[config.mk]
export PLATFORM = sky130hd
export DESIGN_NAME = z85_stream_decoder
export DESIGN_NICKNAME = d
export VERILOG_FILES = /design/src/z85_pkg.sv /design/src/z85_front.sv /design/src/z85_queue.sv /design/src/z85_back.sv /design/src/z85_stream_decoder.sv
export VERILOG_INCLUDE_DIRS = /design/src /design/src/src
export SDC_FILE = /design/constraint.sdc
export NUM_CORES = 1
export LEC_CHECK = 0
export BUFFER_PORTS_ARGS = -buffer_cell sky130_fd_sc_hd__buf_4
export CAP_MARGIN = 20
export CORE_MARGIN = 10
export CORE_UTILIZATION = 50
export DETAILED_ROUTE_END_ITERATION = 10
export PLACE_DENSITY = 0.75
export REMOVE_ABC_BUFFERS = 1
export SYNTH_ARGS = -nofsm -noshare
export SYNTH_HDL_FRONTEND = slang
export SYNTH_HIERARCHICAL = 1
export SYNTH_SLANG_ARGS = --single-unit
export TNS_END_PERCENT = 1
[constraint.sdc]
create_clock -name i_clk -period 9.86 [get_ports i_clk]
set_clock_uncertainty 0.1 [all_clocks]
set_input_delay 0 -clock i_clk [delete_from_list [all_inputs] [get_ports i_clk]]
set_output_delay 0 -clock i_clk [all_outputs]
set_load 0.1 [all_outputs]
[src/z85_stream_decoder_macros.svh]
// ----------------------------------------------------------------------------
// z85 stream decoder assertion macros
// Concurrent assertion forms used by the decoder job queue.
// ----------------------------------------------------------------------------
`ifndef Z85_STREAM_DECODER_MACROS_SVH
`define Z85_STREAM_DECODER_MACROS_SVH

// Same-cycle implication, disabled while reset is asserted.
`define Z85_ASSERT_IMPL(lbl, clk, rst_n, ante, cons) \
    lbl: assert property (@(posedge clk) disable iff (!(rst_n)) (ante) |-> (cons)) \
        else $error("z85 assertion failed");

// Next-cycle implication, disabled while reset is asserted.
`define Z85_ASSERT_NEXT(lbl, clk, rst_n, ante, cons) \
    lbl: assert property (@(posedge clk) disable iff (!(rst_n)) (ante) |=> (cons)) \
        else $error("z85 assertion failed");

`endif

[src/z85_pkg.sv]
// ----------------------------------------------------------------------------
// z85 package
// Item types, alphabet table and padding constants for the Z85 decoder.
// ----------------------------------------------------------------------------
package z85_pkg;

    localparam int RADIX       = 85;
    localparam int QUEUE_DEPTH = 4;
    localparam int GROUP_LEN   = 5;

    // Padding a group of c characters with the top digit gives
    // (acc + 1) * 85^(5-c) - 1, i.e. acc * P + (P - 1).
    localparam logic [31:0] PAD_MUL_C2 = 32'd614125;
    localparam logic [31:0] PAD_MUL_C3 = 32'd7225;
    localparam logic [31:0] PAD_MUL_C4 = 32'd85;
    localparam logic [31:0] PAD_MUL_FULL = 32'd1;

    localparam logic [7:0] ALPHABET [RADIX] = '{
        "0","1","2","3","4","5","6","7","8","9",
        "a","b","c","d","e","f","g","h","i","j","k","l","m",
        "n","o","p","q","r","s","t","u","v","w","x","y","z",
        "A","B","C","D","E","F","G","H","I","J","K","L","M",
        "N","O","P","Q","R","S","T","U","V","W","X","Y","Z",
        ".","-",":","+","=","^","!","/","*","?","&","<",">",
        "(",")","[","]","{","}","@","%","$","#"
    };

    typedef struct packed {
        logic [7:0] char_code;
        logic       end_of_text;
    } t_in_item;

    typedef struct packed {
        logic [7:0] data_byte;
        logic       no_data;
        logic       bad_char;
        logic       final_res;
    } t_out_item;

    typedef struct packed {
        logic       valid;
        logic [6:0] digit;
    } t_digit;

    // One queued job: a finished or closing group, or an error marker.
    typedef struct packed {
        logic [31:0] acc;
        logic [2:0]  cnt;
        logic        last;
        logic        bad;
    } t_job;

    typedef struct packed {
        logic full;
        logic empty;
    } t_q_status;

    function automatic t_digit z85_digit(input logic [7:0] ch);
        t_digit r;
        r = '0;
        for (int i = 0; i < RADIX; i++) begin
            if (ALPHABET[i] == ch) begin
                r.valid = 1'b1;
                r.digit = 7'(i);
            end
        end
        return r;
    endfunction

endpackage

[src/z85_front.sv]
// ----------------------------------------------------------------------------
// z85 front end
// Accepts characters, maps them to digits, builds groups and queues jobs.
// ----------------------------------------------------------------------------
module z85_front (
    input  logic                i_clk,
    input  logic                i_rst_n,
    input  logic                i_in_valid,
    output logic                o_in_stall,
    input  z85_pkg::t_in_item   i_in_item,
    input  z85_pkg::t_q_status  i_q_status,
    output logic                o_push,
    output z85_pkg::t_job       o_job
);

    logic [31:0]      r_acc, n_acc;
    logic [2:0]       r_cnt, n_cnt;
    logic             r_drain, n_drain;
    logic             accept;
    z85_pkg::t_digit  dig;
    logic [31:0]      acc_new;
    logic [2:0]       cnt_new;

    assign o_in_stall = i_q_status.full;
    assign accept     = i_in_valid && !i_q_status.full;
    assign dig        = z85_pkg::z85_digit(i_in_item.char_code);

    // acc * 85 as shifts and adds
    assign acc_new = (r_acc << 6) + (r_acc << 4) + (r_acc << 2) + r_acc
                   + {25'd0, dig.digit};
    assign cnt_new = r_cnt + 3'd1;

    always_comb begin
        n_acc   = r_acc;
        n_cnt   = r_cnt;
        n_drain = r_drain;
        o_push  = 1'b0;
        o_job   = '0;
        if (accept) begin
            if (r_drain) begin
                if (i_in_item.end_of_text) begin
                    n_drain = 1'b0;
                    n_acc   = '0;
                    n_cnt   = '0;
                end
            end else if (!dig.valid) begin
                o_push    = 1'b1;
                o_job.bad = 1'b1;
                o_job.last = 1'b1;
                n_acc     = '0;
                n_cnt     = '0;
                n_drain   = !i_in_item.end_of_text;
            end else if (cnt_new == 3'(z85_pkg::GROUP_LEN) || i_in_item.end_of_text) begin
                o_push     = 1'b1;
                o_job.acc  = acc_new;
                o_job.cnt  = cnt_new;
                o_job.last = i_in_item.end_of_text;
                n_acc      = '0;
                n_cnt      = '0;
            end else begin
                n_acc = acc_new;
                n_cnt = cnt_new;
            end
        end
    end

    always_ff @(posedge i_clk) begin
        if (!i_rst_n) begin
            r_acc   <= '0;
            r_cnt   <= '0;
            r_drain <= 1'b0;
        end else begin
            r_acc   <= n_acc;
            r_cnt   <= n_cnt;
            r_drain <= n_drain;
        end
    end

endmodule

[src/z85_queue.sv]
// ----------------------------------------------------------------------------
// z85 job queue
// Short FIFO that decouples the front end from the byte emitter.
// ----------------------------------------------------------------------------
`include "z85_stream_decoder_macros.svh"

module z85_queue #(
    parameter int DEPTH = z85_pkg::QUEUE_DEPTH
) (
    input  logic                i_clk,
    input  logic                i_rst_n,
    input  logic                i_push,
    input  z85_pkg::t_job       i_job,
    input  logic                i_pop,
    output z85_pkg::t_job       o_head,
    output z85_pkg::t_q_status  o_status
);

    localparam int PTR_W = (DEPTH > 1) ? $clog2(DEPTH) : 1;
    localparam int CNT_W = $clog2(DEPTH + 1);

    z85_pkg::t_job    r_mem [DEPTH];
    logic [PTR_W-1:0] r_wr_ptr, r_rd_ptr;
    logic [CNT_W-1:0] r_count;

    assign o_head         = r_mem[r_rd_ptr];
    assign o_status.full  = (r_count == CNT_W'(DEPTH));
    assign o_status.empty = (r_count == '0);

    always_ff @(posedge i_clk) begin
        if (i_push) begin
            r_mem[r_wr_ptr] <= i_job;
        end
    end

    always_ff @(posedge i_clk) begin
        if (!i_rst_n) begin
            r_wr_ptr <= '0;
            r_rd_ptr <= '0;
            r_count  <= '0;
        end else begin
            if (i_push) begin
                r_wr_ptr <= (r_wr_ptr == PTR_W'(DEPTH - 1)) ? '0 : r_wr_ptr + 1'b1;
            end
            if (i_pop) begin
                r_rd_ptr <= (r_rd_ptr == PTR_W'(DEPTH - 1)) ? '0 : r_rd_ptr + 1'b1;
            end
            case ({i_push, i_pop})
                2'b10:   r_count <= r_count + 1'b1;
                2'b01:   r_count <= r_count - 1'b1;
                default: r_count <= r_count;
            endcase
        end
    end

    `Z85_ASSERT_IMPL(a_no_push_full, i_clk, i_rst_n, i_push, !o_status.full)
    `Z85_ASSERT_IMPL(a_no_pop_empty, i_clk, i_rst_n, i_pop, !o_status.empty)
    `Z85_ASSERT_NEXT(a_count_up, i_clk, i_rst_n, i_push && !i_pop, r_count == $past(r_count) + 1'b1)
    `Z85_ASSERT_NEXT(a_count_down, i_clk, i_rst_n, i_pop && !i_push, r_count == $past(r_count) - 1'b1)

endmodule

[src/z85_back.sv]
// ----------------------------------------------------------------------------
// z85 back end
// Pads closing groups and emits decoded bytes, most significant first.
// ----------------------------------------------------------------------------
module z85_back (
    input  logic                i_clk,
    input  logic                i_rst_n,
    input  z85_pkg::t_job       i_head,
    input  z85_pkg::t_q_status  i_q_status,
    output logic                o_pop,
    output logic                o_out_valid,
    input  logic                i_out_stall,
    output z85_pkg::t_out_item  o_out_item
);

    logic        r_busy;
    logic [31:0] r_val;
    logic [2:0]  r_left;
    logic        r_marker;
    logic        r_bad;
    logic        r_fin;

    logic        out_accept;
    logic        last_byte;
    logic [31:0] pad_mul;
    logic [31:0] padded;

    assign out_accept = r_busy && !i_out_stall;
    assign last_byte  = (r_left == 3'd1);
    assign o_pop      = !i_q_status.empty && (!r_busy || (out_accept && last_byte));

    always_comb begin
        case (i_head.cnt)
            3'd2:    pad_mul = z85_pkg::PAD_MUL_C2;
            3'd3:    pad_mul = z85_pkg::PAD_MUL_C3;
            3'd4:    pad_mul = z85_pkg::PAD_MUL_C4;
            default: pad_mul = z85_pkg::PAD_MUL_FULL;
        endcase
    end

    // acc * P + (P - 1) wraps mod 2^32; a full group passes through as is
    assign padded = i_head.acc * pad_mul + (pad_mul - 32'd1);

    always_ff @(posedge i_clk) begin
        if (!i_rst_n) begin
            r_busy <= 1'b0;
        end else if (o_pop) begin
            r_busy <= 1'b1;
        end else if (out_accept && last_byte) begin
            r_busy <= 1'b0;
        end
    end

    always_ff @(posedge i_clk) begin
        if (o_pop) begin
            r_val <= padded;
            if (i_head.bad || i_head.cnt == 3'd1) begin
                r_marker <= 1'b1;
                r_bad    <= i_head.bad;
                r_left   <= 3'd1;
                r_fin    <= 1'b1;
            end else if (i_head.cnt == 3'(z85_pkg::GROUP_LEN)) begin
                r_marker <= 1'b0;
                r_bad    <= 1'b0;
                r_left   <= 3'd4;
                r_fin    <= i_head.last;
            end else begin
                r_marker <= 1'b0;
                r_bad    <= 1'b0;
                r_left   <= i_head.cnt - 3'd1;
                r_fin    <= 1'b1;
            end
        end else if (out_accept) begin
            // advance to the next byte of the word
            r_val  <= r_val << 8;
            r_left <= r_left - 3'd1;
        end
    end

    assign o_out_valid          = r_busy;
    assign o_out_item.data_byte = r_marker ? 8'd0 : r_val[31:24];
    assign o_out_item.no_data   = r_marker;
    assign o_out_item.bad_char  = r_bad;
    assign o_out_item.final_res = r_fin && last_byte;

endmodule

[src/z85_stream_decoder.sv]
// ----------------------------------------------------------------------------
// z85 stream decoder: the queue registers each job and the back end registers its
// padded word before the first byte. One character per cycle in while the queue has
// room, one byte per cycle out unless stalled; a 4-deep queue (default) absorbs bursts.
// Reset: synchronous active low, clears group state, queue and emitter at once.
// ----------------------------------------------------------------------------
module z85_stream_decoder #(
    parameter int QUEUE_DEPTH = z85_pkg::QUEUE_DEPTH
) (
    input  logic                i_clk,
    input  logic                i_rst_n,
    input  logic                i_in_valid,
    output logic                o_in_stall,
    input  z85_pkg::t_in_item   i_in_item,
    output logic                o_out_valid,
    input  logic                i_out_stall,
    output z85_pkg::t_out_item  o_out_item
);

    z85_pkg::t_q_status q_status;
    z85_pkg::t_job      push_job;
    z85_pkg::t_job      head_job;
    logic               push;
    logic               pop;

    z85_front u_front (
        .i_clk      (i_clk),
        .i_rst_n    (i_rst_n),
        .i_in_valid (i_in_valid),
        .o_in_stall (o_in_stall),
        .i_in_item  (i_in_item),
        .i_q_status (q_status),
        .o_push     (push),
        .o_job      (push_job)
    );

    z85_queue #(
        .DEPTH (QUEUE_DEPTH)
    ) u_queue (
        .i_clk    (i_clk),
        .i_rst_n  (i_rst_n),
        .i_push   (push),
        .i_job    (push_job),
        .i_pop    (pop),
        .o_head   (head_job),
        .o_status (q_status)
    );

    z85_back u_back (
        .i_clk       (i_clk),
        .i_rst_n     (i_rst_n),
        .i_head      (head_job),
        .i_q_status  (q_status),
        .o_pop       (pop),
        .o_out_valid (o_out_valid),
        .i_out_stall (i_out_stall),
        .o_out_item  (o_out_item)
    );

endmodule
==> flow_summary_export.csv <==
group,metric,value,unit
detailed_routing,drt_pass1_iterations,5,
sta,final_max_slew_viol_count,0,
layout,n_fill_cell,3994,
grt,grt_pass1_vias,16800,
hold_path,min_from,"i_in_valid",
clock_network,h-tree-depth,1,
floorplanning,ios,26,
clock_network,clock_path_buffers,3,
floorplanning,dieArea,0.0577,mm^2
synth,synth.most_common_cell,"inv_1",
sta,grt_setup_unrepaired,"false",
grt,antenna_found_initial,0,
layout,num_antenna_cells,0,
hold_path,hold_path_end,"u_queue/r_mem[1][1]",
synth,ys_top_cells_by_count,"inv_1 (410), fa_1 (306), ha_1 (245)",
sta,worst_slew_pin_slew,1.00,ns
clock_network,clk_latency,0.55,ns
grt,gr-usage-met2,32.3,%
clock_network,cts.sinks,232,
place,hpwl,42600,um
sta,slew_headroom,32.7,%
hold_path,min_path_cells,4,
setup_path,cp_num_buf_inv,9,
synth,syn_avg_cell_area,11.1,um^2
grt,grt_util_met3,1.93,%
layout,area_delta_synth_final,6.45,%
detailed_routing,via_count,15900,
floorplanning,start_util,50.7,%
grt,grt_start_max_net_pins,66,
sta,fin_crit,8.98,ns
place,io_buffers,25,
synth,synth_ff_type,"edfxtp_1",
clock_network,clk_pin_slew,0.06,ns
synth,synth_top_cell_by_area,"fa_1",
place,place.gp.congestion,0.998,
run,drv_cap,0,
sta,setup_viol,0,
setup_path,rrSetupSlack,0.88,ns
clock_network,hold_buffers,7,
setup_path,crit_slowest_cell,"mux4_1",
grt,overflow,0,
clock_network,cts_resized,0,
setup_path,crit_fanout,25,
synth,ys_ff_latch,232,
synth,syn_inst,2193,
setup_path,reg2reg_depth,29,
sta,tns,0,ns
detailed_routing,viasPerCell,5.63,
sta,max_freq,0.111,GHz
synth,yosysWarningCount,6,
synth,ys_seq_area_share,26.8,%
setup_path,required,10.04,ns
sta,period_share,91.1,%
detailed_routing,drt-initial-drc-count,1344,
synth,synth_area,0.0242,mm^2
setup_path,end_kind,"register",
clock_network,root_buffer,"clkbuf_16",
floorplanning,core,0.0478,mm^2
synth,yosys-top-cells-area,"fa_1 (25%), edfxtp_1 (23%), ha_1 (13%)",
grt,grt_most_used_layer,"met2",
detailed_routing,post_drt_wl_per_cell,18.6,um
setup_path,arrival,9.16,ns
clock_network,cts_tree,"done",
setup_path,start_kind,"register",
outcome,status,"complete, no violations",
clock_network,post_cts_buffers,0,
setup_path,r2r_end,"u_back/r_val[23]",
setup_path,cpMostUsedCell,"fa_1",
detailed_routing,route.antenna.remaining_nets,0,
synth,netlist.area_leader.share,25.3,%
synth,async_reset_ff_share,0,%
floorplanning,rows,80,
grt,grt_first_pass_wirelength,87300,um
synth,ys_types,95,
detailed_routing,drc,0,
setup_path,crit_type,"reg2reg",
layout,nets,2753,
setup_path,slowest_delay,0.66,ns
detailed_routing,wl,52600,um
grt,met1_usage,24.6,%
floorplanning,die_w,240,um
clock_network,numCtsBuffers,24,
layout,drive_gt1_share,7.61,%
setup_path,crit_family,"adder cells",
grt,track_usage,18.7,%
hold_path,holdCritPathClass,"in2reg",
floorplanning,die_h,240,um
sta,final-hold-violation-count,0,
synth,synth_edf_count,186,
-- stage by stage --
stage | std cells | util (%) | hold WS [ns] | cell area (um^2) | worst slack [ns]
floorplan | 2119 | - | 0.0192 | 23800 | 0.108
global placement | 2771 | 52.0 | 0.227 | 24900 | 1.02
detailed placement | 2771 | 52.0 | 0.234 | 24900 | 0.894
CTS | 2822 | 53.9 | 0.0427 | 25800 | 0.844
global route | 2822 | 53.9 | 0.0697 | 25800 | 0.434
finish | 2822 | 53.9 | 0.0658 | 25800 | 0.881
-- cells in the final DEF (no fill, tap or decap), drive strengths merged, types with 39 or more instances in the layout --
cell / count
inv: 413
fa: 306
ha: 245
edfxtp: 186
nand2: 115
nor2: 100
a21oi: 67
o21ai: 65
and2: 64
xnor2: 52
nor2b: 50
dfxtp: 46
xor2: 39
-- cell type report --
| class | instances | area [um^2] | area share [%] |
|---|---|---|---|
| repair buffers | 44 | 348 | 1.35 |
| clock inverters | 13 | 191 | 0.742 |
| clock buffers | 31 | 667 | 2.58 |
| inverters | 411 | 1540 | 5.98 |
| multi-input cells | 1476 | 15800 | 61.1 |
| flip-flops and latches | 232 | 6510 | 25.2 |
| well taps | 615 | 769 | 2.98 |
-- worst register-to-register path, delay by kind of cell (launching register included) --
family | cells | cell delay (ns)
adder cells (fa/ha/maj) | 9 | 4.12
AO/OA/AOI/OAI | 8 | 1.86
buffers and inverters | 9 | 1.16
multiplexers | 1 | 0.67
AND/OR/NAND/NOR | 2 | 0.43
flip-flops | 1 | 0.36
-- worst max path at each step --
stage	end	slack, ns	cells after the start
2_1_floorplan	u_back/r_val[23]	0.11	29
3_3_place_gp	u_back/r_val[23]	1.02	29
3_5_place_dp	u_back/r_val[23]	0.89	29
4_1_cts	u_back/r_val[23]	0.84	29
5_1_grt	u_back/r_val[23]	0.43	31
6_report	u_back/r_val[23]	0.88	29
-- sequential cells by signal, indices dropped and copies added, names as in the netlist, 2 cells and up, named ones only --
| name | flops |
|---|---|
| u_queue/r_mem | 148 |
| u_back/r_val | 32 |
| u_front/r_acc | 32 |
| u_back/r_left | 3 |
| u_front/r_cnt | 3 |
| u_queue/r_count | 3 |
| u_queue/r_rd_ptr | 2 |
| u_queue/r_wr_ptr | 2 |
-- logic make-up after synthesis --
family	Yosys count	synth area share (%)
adders and majority gates	551	37.9
buffers and inverters	485	8.17
and+or+nand+nor	478	10.9
AOI/OAI and AO/OA	310	8.72
DFF	232	26.8
xor gates and xnor gates	94	3.60
muxes	43	3.80
-- metal layers --
metal	vias up	wire, um
li1	7336	-
met5	-	0
met3	109	2400
met1	7980	22500
met4	0	1540
met2	466	26100
Power is not shown: default switching activity piles up to over one toggle a cycle in this logic, so the estimate is an artifact.
